--- src/hw/rtl/ibt_pkg.sv ---
`timescale 1ns / 1ps
`default_nettype none

package ibt_pkg;

  localparam int unsigned FIELD_BITS = 32;
  localparam int unsigned STATUS_BITS = 2;
  localparam int unsigned COUNT_BITS = 7;

  localparam logic [STATUS_BITS-1:0] STATUS_BOOKED  = 2'd0;
  localparam logic [STATUS_BITS-1:0] STATUS_OVERLAP = 2'd1;
  localparam logic [STATUS_BITS-1:0] STATUS_FULL    = 2'd2;

  typedef struct packed {
    logic [FIELD_BITS-1:0] req_start;
    logic [FIELD_BITS-1:0] req_end;
  } req_t;

  typedef struct packed {
    logic [STATUS_BITS-1:0] status;
    logic [COUNT_BITS-1:0]  booked_count;
  } rsp_t;

  typedef enum logic [1:0] {
    ST_IDLE,
    ST_SCAN,
    ST_FIN
  } state_t;

  // Commands from the controller to the datapath.
  typedef struct packed {
    logic load;
    logic rd;
    logic fin;
  } cmd_t;

  // Status from the datapath to the controller.
  typedef struct packed {
    logic scan_done;
    logic out_free;
  } sts_t;

endpackage

`default_nettype wire

--- src/hw/rtl/ibt_ram.sv ---
`timescale 1ns / 1ps
`default_nettype none

module ibt_ram #(
  parameter int unsigned WIDTH = 64,
  parameter int unsigned DEPTH = 64,
  localparam int unsigned AW = (DEPTH > 1) ? $clog2(DEPTH) : 1
) (
  input  wire logic                  clk,
  input  wire logic                  wr_en,
  input  wire logic [AW-1:0]         wr_addr,
  input  wire logic [WIDTH-1:0]      wr_data,
  input  wire logic                  rd_en,
  input  wire logic [AW-1:0]         rd_addr,
  output logic      [WIDTH-1:0]      rd_data
);

  logic [WIDTH-1:0] mem [DEPTH];

  always_ff @(posedge clk) begin
    if (wr_en) begin
      mem[wr_addr] <= wr_data;
    end
    if (rd_en) begin
      rd_data <= mem[rd_addr];
    end
  end

endmodule

`default_nettype wire

--- src/hw/rtl/ibt_ctrl.sv ---
`timescale 1ns / 1ps
`default_nettype none

module ibt_ctrl
  import ibt_pkg::*;
(
  input  wire logic clk,
  input  wire logic rst,
  input  wire logic req_valid,
  output logic      req_stall,
  output cmd_t      cmd,
  input  wire sts_t sts
);

  state_t state;
  state_t state_next;

  always_ff @(posedge clk) begin
    if (rst) begin
      state <= ST_IDLE;
    end else begin
      state <= state_next;
    end
  end

  always_comb begin
    state_next = state;
    cmd        = '0;
    req_stall  = 1'b1;
    case (state)
      ST_IDLE: begin
        req_stall = 1'b0;
        if (req_valid) begin
          cmd.load   = 1'b1;
          state_next = ST_SCAN;
        end
      end
      ST_SCAN: begin
        // Reads go out one entry a cycle; the last compare lands as the scan ends.
        if (sts.scan_done) begin
          state_next = ST_FIN;
        end else begin
          cmd.rd = 1'b1;
        end
      end
      ST_FIN: begin
        if (sts.out_free) begin
          cmd.fin    = 1'b1;
          state_next = ST_IDLE;
        end
      end
      default: begin
        state_next = ST_IDLE;
      end
    endcase
  end

endmodule

`default_nettype wire

--- src/hw/rtl/ibt_dp.sv ---
`timescale 1ns / 1ps
`default_nettype none

module ibt_dp
  import ibt_pkg::*;
#(
  parameter int unsigned DEPTH     = 64,
  parameter int unsigned TIME_BITS = 32
) (
  input  wire logic clk,
  input  wire logic rst,
  input  wire req_t req,
  input  wire cmd_t cmd,
  output sts_t      sts,
  output logic      rsp_valid,
  input  wire logic rsp_stall,
  output rsp_t      rsp
);

  localparam int unsigned TW = (TIME_BITS < FIELD_BITS) ? TIME_BITS : FIELD_BITS;
  localparam int unsigned AW = (DEPTH > 1) ? $clog2(DEPTH) : 1;
  localparam int unsigned CW = $clog2(DEPTH + 1);

  logic [TW-1:0]     rq_start;
  logic [TW-1:0]     rq_end;
  logic [CW-1:0]     idx;
  logic [CW-1:0]     count;
  logic              overlap;
  logic              cmp_vld;
  logic [2*TW-1:0]   rd_data;
  logic [TW-1:0]     slot_start;
  logic [TW-1:0]     slot_end;
  logic              hit;
  logic              full;
  logic              book;
  logic [CW-1:0]     count_next;
  logic [CW+6:0]     count_wide;

  // Entries are never released, so entries 0 to count-1 are exactly the
  // valid ones and the lowest free entry is always at count.
  assign full       = (count == CW'(DEPTH));
  assign book       = !overlap && !full;
  assign count_next = book ? count + 1'b1 : count;
  assign count_wide = (CW + 7)'(count_next);

  assign slot_start = rd_data[2*TW-1:TW];
  assign slot_end   = rd_data[TW-1:0];
  assign hit        = !((rq_end <= slot_start) || (rq_start >= slot_end));

  assign sts.scan_done = (idx == count);
  assign sts.out_free  = !rsp_valid || !rsp_stall;

  ibt_ram #(
    .WIDTH (2 * TW),
    .DEPTH (DEPTH)
  ) u_ram (
    .clk     (clk),
    .wr_en   (cmd.fin && book),
    .wr_addr (count[AW-1:0]),
    .wr_data ({rq_start, rq_end}),
    .rd_en   (cmd.rd),
    .rd_addr (idx[AW-1:0]),
    .rd_data (rd_data)
  );

  always_ff @(posedge clk) begin
    if (cmd.load) begin
      rq_start <= req.req_start[TW-1:0];
      rq_end   <= req.req_end[TW-1:0];
    end
    if (cmd.fin) begin
      rsp.status       <= overlap ? STATUS_OVERLAP : (full ? STATUS_FULL : STATUS_BOOKED);
      rsp.booked_count <= count_wide[COUNT_BITS-1:0];
    end
  end

  always_ff @(posedge clk) begin
    if (rst) begin
      idx       <= '0;
      count     <= '0;
      overlap   <= 1'b0;
      cmp_vld   <= 1'b0;
      rsp_valid <= 1'b0;
    end else begin
      cmp_vld <= cmd.rd;
      if (cmd.load) begin
        idx     <= '0;
        overlap <= 1'b0;
      end else begin
        if (cmd.rd) begin
          idx <= idx + 1'b1;
        end
        if (cmp_vld && hit) begin
          overlap <= 1'b1;
        end
      end
      if (cmd.fin) begin
        count     <= count_next;
        rsp_valid <= 1'b1;
      end else if (!rsp_stall) begin
        rsp_valid <= 1'b0;
      end
    end
  end

endmodule

`default_nettype wire

--- src/hw/rtl/interval_booking_table_unit.sv ---
// The result is registered after the request transfer, a scan of the N intervals
// already stored (at most DEPTH), and a wait while the previous result is still
// held by rsp_stall.
// A new request is taken only after the last result is written; the table RAM is read one entry a
// cycle to check for overlap.
// Reset (synchronous, active high) empties the table at once through the fill count.
`timescale 1ns / 1ps
`default_nettype none

module interval_booking_table_unit
  import ibt_pkg::*;
#(
  parameter int unsigned DEPTH     = 64,
  parameter int unsigned TIME_BITS = 32
) (
  input  wire logic clk,
  input  wire logic rst,
  input  wire logic req_valid,
  output logic      req_stall,
  input  wire req_t req,
  output logic      rsp_valid,
  input  wire logic rsp_stall,
  output rsp_t      rsp
);

  cmd_t cmd;
  sts_t sts;

  ibt_ctrl u_ctrl (
    .clk       (clk),
    .rst       (rst),
    .req_valid (req_valid),
    .req_stall (req_stall),
    .cmd       (cmd),
    .sts       (sts)
  );

  ibt_dp #(
    .DEPTH     (DEPTH),
    .TIME_BITS (TIME_BITS)
  ) u_dp (
    .clk       (clk),
    .rst       (rst),
    .req       (req),
    .cmd       (cmd),
    .sts       (sts),
    .rsp_valid (rsp_valid),
    .rsp_stall (rsp_stall),
    .rsp       (rsp)
  );

`ifndef SYNTHESIS
  // Once a request transfers, no other is taken until its result is produced.
  a_busy_after_accept: assert property (@(posedge clk) disable iff (rst)
    (req_valid && !req_stall) |=> req_stall)
    else $error("request taken while a lookup was in progress");

  // The scan never reads beyond the filled part of the table.
  a_read_in_range: assert property (@(posedge clk) disable iff (rst)
    cmd.rd |-> !sts.scan_done)
    else $error("table read past the fill count");

  // A result is only written when the output register can take it.
  a_fin_slot_free: assert property (@(posedge clk) disable iff (rst)
    cmd.fin |-> sts.out_free)
    else $error("result written over a pending transfer");

  // A new result shows up only after the controller finished a request.
  a_rsp_from_fin: assert property (@(posedge clk) disable iff (rst)
    $rose(rsp_valid) |-> $past(cmd.fin))
    else $error("result appeared without a finished request");
`endif

endmodule

`default_nettype wire

--- config.mk ---
export PLATFORM = sky130hd
export DESIGN_NAME = interval_booking_table_unit
export DESIGN_NICKNAME = d
export VERILOG_FILES = /design/src/hw/rtl/ibt_pkg.sv /design/src/hw/rtl/ibt_ram.sv /design/src/hw/rtl/ibt_ctrl.sv /design/src/hw/rtl/ibt_dp.sv /design/src/hw/rtl/interval_booking_table_unit.sv
export SDC_FILE = /design/constraint.sdc
export NUM_CORES = 2
export LEC_CHECK = 0
export BUFFER_PORTS_ARGS = -buffer_cell sky130_fd_sc_hd__buf_2
export CELL_PAD_IN_SITES_DETAIL_PLACEMENT = 0
export CELL_PAD_IN_SITES_GLOBAL_PLACEMENT = 2
export CORE_MARGIN = 4
export CORE_UTILIZATION = 40
export DETAILED_ROUTE_END_ITERATION = 12
export GPL_TIMING_DRIVEN = 1
export PLACE_DENSITY_LB_ADDON = 0.2
export RECOVER_POWER = 25
export SLEW_MARGIN = 20
export SYNTH_ARGS = -nofsm -noshare
export SYNTH_HDL_FRONTEND = slang
export SYNTH_SLANG_ARGS = --single-unit
--- constraint.sdc ---
create_clock -name clk -period 17.7 [get_ports clk]
set_clock_uncertainty 0.2 [all_clocks]
set_input_delay 0 -clock clk [delete_from_list [all_inputs] [get_ports clk]]
set_output_delay 0 -clock clk [all_outputs]
set_load 0.02 [all_outputs]
# Yosys cells after proc, flatten, opt, wreduce, memory -nomap -nowiden
# Memories as Yosys holds them, arrays and structs flattened. A register that Yosys moved wholly into a read port is not among the register bits.
# Cells that the tools add are included.
[totals]
regBits = 92
latchBits = 0
mem_bits_rw = 4096
romBits = 0
elab_cells = 53
memories = 1
[mem_list]
columns = ["memory", "depth", "word_bits", "read_ports", "rd_ports_with_merged_regs", "write_ports", "line_no", "rtl"]
rows = [
  ["u_dp.u_ram.mem", 64, 64, 1, 1, 1, "ibt_ram.sv:18", "logic [WIDTH-1:0] mem [DEPTH];"],
]
[classes]
n_addsub = 2
multipliers = 0
div_mod_pow = 0
order_cmp = 2
eq_ne = 8
shifts = 0
mux = 17
n_bitwise = 0
reduce_logical = 13
[op_table]
columns = ["cell", "n"]
rows = [
  ["greater-or-equal comparator 32 bit", 1],
  ["less-or-equal comparator 32 bit", 1],
  ["adder 7 x 1 -> 7 bit, second input constant", 2],
  ["two-way mux 1 bit", 11],
  ["two-way mux 2 bit", 4],
  ["equality test 7 bit", 1],
  ["equality test 7 bit, second input constant", 1],
  ["two-way mux 7 bit", 1],
  ["!= test 2 bit, second input constant", 3],
  ["one-hot mux 2 bit (3 select lines)", 1],
  ["logical NOT 1 bit", 5],
  ["logical AND 1 bit", 3],
  ["AND reduction 3 bit", 1],
  ["equality test 2 x 1 -> 1 bit, second input constant", 1],
  ["equality test 2 bit, second input constant", 1],
  ["logical NOT 2 bit", 1],
  ["logical OR 1 bit", 2],
  ["!= test 2 x 1 -> 1 bit, second input constant", 1],
  ["OR reduction 2 bit", 1],
]

# Depth between registers and ports, before layout
[depth]
ltp_word = 7
mapped_depth = 10
ltp_nobuf = 8

# Hierarchy
# A second synthesis with hierarchy kept.
[hier_totals]
hier_cells = 7013
area_unflattened_um2 = 161864.0
[by_module_without_submodules]
columns = ["mod", "instances", "cells_each", "area_per_inst_um2", "seq_area_each_um2"]
rows = [
  ["ibt_ram", 1, 6598, 156989.3, 124919.8],
  ["ibt_dp", 1, 401, 4760.8, 2532.4],
  ["ibt_ctrl", 1, 14, 113.9, 40.0],
]

# Worst setup path before layout
# Ideal clock, no wire load.
[synth_timing]
path_kind = "flip-flop to flip-flop"
startpoint = "register u_ctrl.state[1]"
endpoint = "register u_dp.overlap"
setup_time_ps = 135
arrival_ps = 6257
required_ps = 17365
setup_slack_ps = 11107
stages_incl_launch_ff = 8
n_path_buf = 1
synth_period_minus_slack_ps = 6593
cell_sequence = "dfxtp_1 nor3b_1 or2_2 clkbuf_1 or4b_2 a31oi_1 o211ai_1 o32ai_1"
[synth_rtl]
columns = ["element", "line_no", "rtl"]
rows = [
  ["start: declaration", "ibt_ctrl.sv:15", "state_t state;"],
  ["start signal: assignment", "ibt_ctrl.sv:22", "state <= state_next;"],
  ["end signal: assignment", "ibt_dp.sv:81", "overlap <= 1'b0;"],
  ["end signal: assignment", "ibt_dp.sv:88", "overlap <= 1'b0;"],
  ["end signal: assignment", "ibt_dp.sv:94", "overlap <= 1'b1;"],
  ["end: declaration", "ibt_dp.sv:28", "logic overlap;"],
]

# Final worst setup path
[layout_timing]
startpoint = "register u_dp.idx[0]"
endpoint = "register u_dp.u_ram.rd_data[3], read port of u_dp.u_ram.mem, data pin"
[layout_via]
elab_chain_len = 3
[layout_lines]
columns = ["element", "line_no", "rtl"]
rows = [
  ["start: declaration", "ibt_dp.sv:26", "logic [CW-1:0] idx;"],
  ["start signal: assignment", "ibt_dp.sv:91", "idx <= idx + 1'b1;"],
  ["equality test 7 bit", "ibt_dp.sv:50", "assign sts.scan_done = (idx == count);"],
  ["two-way mux 1 bit", "ibt_ctrl.sv:40", "if (sts.scan_done) begin"],
  ["two-way mux 1 bit", "ibt_ctrl.sv:30", "case (state)"],
  ["end: declaration", "ibt_ram.sv:15", "output logic [WIDTH-1:0] rd_data"],
]
# Parallel ways exist; a longest one is shown, timed or not.
# A chain may end at the register's enable or synchronous reset.

==> flow_metrics.env <==
export IMPL_clkTransAtPathRegs_ps=60
export IMPL_p_switching_mw=4.25
export IMPL_p_total_mw=20.6
export IMPL_worst_pin_slew_ps=3460
export IMPL_cts_buffers_inserted=443
export IMPL_final_cells=13200
export IMPL_synth_area_top_cells="edfxtp_1 (78%), mux4_2 (16%), mux2i_1 (0.67%)"
export IMPL_area_delta_synth_final_pct=14.6
export IMPL_setup_viol=0
export IMPL_fin_crit_sh_pct=34.9
export IMPL_cap_viol_max_count=34
export IMPL_finalMaxSlewViolations=2097
export IMPL_fin_nets=7567
export IMPL_swShare_pct=20.6
export IMPL_ios=79
export IMPL_hpwlAfterDp_um=263000
export IMPL_synth_flop_cell="edfxtp_1"
export IMPL_clock_root_buffer="clkbuf_16"
export IMPL_seq_area_frac_synth_pct=78.4
export IMPL_portBuffers=78
export IMPL_fin_util_pct=46.2
export IMPL_ant_nets=0
export IMPL_holdWs_ps=92.4
export IMPL_netlist_area_um2=163000
export IMPL_required_ps=18200
export IMPL_p_seq_share_pct=54.3
export IMPL_wl_um=511000
export IMPL_route_detailed_drc=0
export IMPL_worstSetupPathType="reg -> reg"
export IMPL_post_cts_setup_buffer_count=0
export IMPL_synthCells=6828
export IMPL_grt_max_degree=134
export IMPL_final_area_um2=186000
export IMPL_arrival_ps=6680
export IMPL_comb_power_share_pct=1.8
export IMPL_ys_ff_latch=4252
export IMPL_drive_gt1_share_pct=28.1
export IMPL_first_pass_iters=5
export IMPL_place_ws_ps=11220
export IMPL_period_needed_ps=6180
export IMPL_yosys_warnings=0
export IMPL_synth_top_area_share_pct=78.1
export IMPL_gp_congestion=0.770
export IMPL_cp_slowest_cell="dfxtp_4"
export IMPL_overflow=0
export IMPL_place_inst=12200
export IMPL_grt_busiest_layer="met2"
export IMPL_start_util_pct=40.3
export IMPL_async_reset_ff_share_pct=0
export IMPL_cts_htree_levels=5
export IMPL_pwr_share_clk_pct=43.9
export IMPL_cts_tree="yes"
export IMPL_first_global_vias=80000
export IMPL_hold_buffers=161
export IMPL_fmax_ghz=0.162
export IMPL_netlist_top_cells_count="edfxtp_1 (4,233), mux4_2 (1,163), a21oi_1 (126), nor2_1 (126), clkbuf_1 (121)"
export IMPL_grt_use_met1_pct=34.4
export IMPL_startpoint_type="register"
export IMPL_vias_per_cell=6.01
export IMPL_ys_types=56
export IMPL_synth_most_common_cell="edfxtp_1"
export IMPL_slew_headroom_pct=-131
export IMPL_cp_end_kind="register"
export IMPL_antenna_found_initial=35
export IMPL_power_density_nw_per_um2=111
export IMPL_grt_util_met2_pct=39.7
export IMPL_ff2ff_setup_slack_ps=11520
export IMPL_crit_top_cell="buf_4"
export IMPL_avgSynthCellArea_um2=23.8
export IMPL_outcome="finished, violations left"
export IMPL_die_h_um=646
export IMPL_leakage_nw=55.8
export IMPL_ir_drop_v=0.0000856
export IMPL_grt_total_usage_pct=24.2
export IMPL_die_area_um2=417000
export IMPL_clk_latency_ps=1010
export IMPL_grtUsageMet3_pct=3.11
export IMPL_grt_pass1_wl_um=695000
export IMPL_fin_ws_ps=11520
export IMPL_cts_buffer_depth=4
export IMPL_drt_wirelength_per_cell_um=38.7
export IMPL_post_dp_cell_area_um2=171000
export IMPL_yosys_area_top_type="edfxtp_1"
export IMPL_cp_max_fo=42
export IMPL_hp_class="in -> reg"
export IMPL_postSynthNetCount=6963
export IMPL_rsz0062_at_grt="false"
export IMPL_internal_power_mw=16.4
export IMPL_die_w_um=646
export IMPL_synth_edf_count=4233
export IMPL_final_hold_violation_count=0
export IMPL_cts_resized=0
export IMPL_clkSinkCount=4252
export IMPL_violations="max-capacitance violations, max-slew violations"
export IMPL_worstPathCellList="buf_4, buf_4, buf_4, buf_4, mux4_2, mux4_2, nor3_1, nor3_1"
export IMPL_max_stage_delay_ps=860
export IMPL_rows=233
export IMPL_drt_iter0_markers=10600
export IMPL_finalSetupTns_ps=0
export IMPL_core_area_um2=404000
export IMPL_vias=79300
==> worst paths after layout <==
path / startpoint / endpoint / depth (start not counted)
worst max-delay path: u_dp.idx[0]$_SDFFE_PP0P_ / u_dp.u_ram.rd_data[3]$_DFFE_PP_ / 8
worst min-delay path: req[11] / u_dp.rq_end[11]$_DFFE_PP_ / 3
worst max register to register: u_dp.idx[0]$_SDFFE_PP0P_ / u_dp.u_ram.rd_data[3]$_DFFE_PP_ / 8
worst min register to register: u_dp.idx[6]$_SDFFE_PP0P_ / u_dp.idx[6]$_SDFFE_PP0P_ / 2
==> metal layers <==
layer,wire [um],part of all wire [%]
met5,26,0.0051
met4,16400,3.2
met3,34500,6.7
met2,249000,49
met1,212000,41
==> area by class of cell <==
class	count	area (um2)
antenna	8	20.0
clock buffer	549	11500
clock inverter	258	2410
fill	33300	217000
inverter	73	282
multi-input combinational	2144	33500
sequential	4252	128000
tap	5405	6760
timing repair buffer	518	4380
==> cell usage in the layout, fill, tap and decap left out, types with 70 or more instances in the layout <==
master,count
nor2b_1,80
inv_1,70
edfxtp_1,4233
clkbuf_16,445
mux2i_1,109
clkbuf_1,146
buf_2,73
mux4_2,1163
clkinv_1,114
a211oi_1,86
dlygate4sd3_1,161
buf_4,209
a21oi_1,126
==> sequential cells by signal (all words and copies together), names as in the netlist <==
register and flops:
u_dp.rsp 9, u_dp.u_ram.mem 4096, u_dp.rsp_valid 1, u_dp.u_ram.rd_data 64, u_dp.overlap 1, u_dp.rq_start 32
u_ctrl.state 2, u_dp.cmp_vld 1, u_dp.rq_end 32, u_dp.count 7, u_dp.idx 7
==> cells by family after synthesis <==
group | count (synthesis) | share of synthesized area (%)
flops | 4252 | 78.4
mux | 1304 | 17.0
buf+inv | 432 | 1.33
compound gates | 409 | 1.63
simple gates | 342 | 1.04
fa+ha+maj | 67 | 0.515
xor+xnor | 22 | 0.118
==> critical path, delay by kind of cell, from the launching register on <==
kind / cells / cell delay (ps)
muxes: 2 / 1080
buffers and inverters: 4 / 3000
and+or+nand+nor: 2 / 580
DFF: 1 / 860
==> power groups by stage <==
| stage | clock [mW] | combinational (mW) | sequential [mW] |
|---|---|---|---|
| final | 9.05 | 0.374 | 11.2 |
| after CTS | 9.21 | 0.381 | 11.2 |
| after detailed placement | 0 | 0.353 | 11.4 |
| after floorplan | 0 | 0.0910 | 11.5 |
| after global placement | 0 | 0.337 | 11.4 |
| after global routing | 9.65 | 0.403 | 11.2 |
Note: power is estimated with default switching activity, not from simulation.
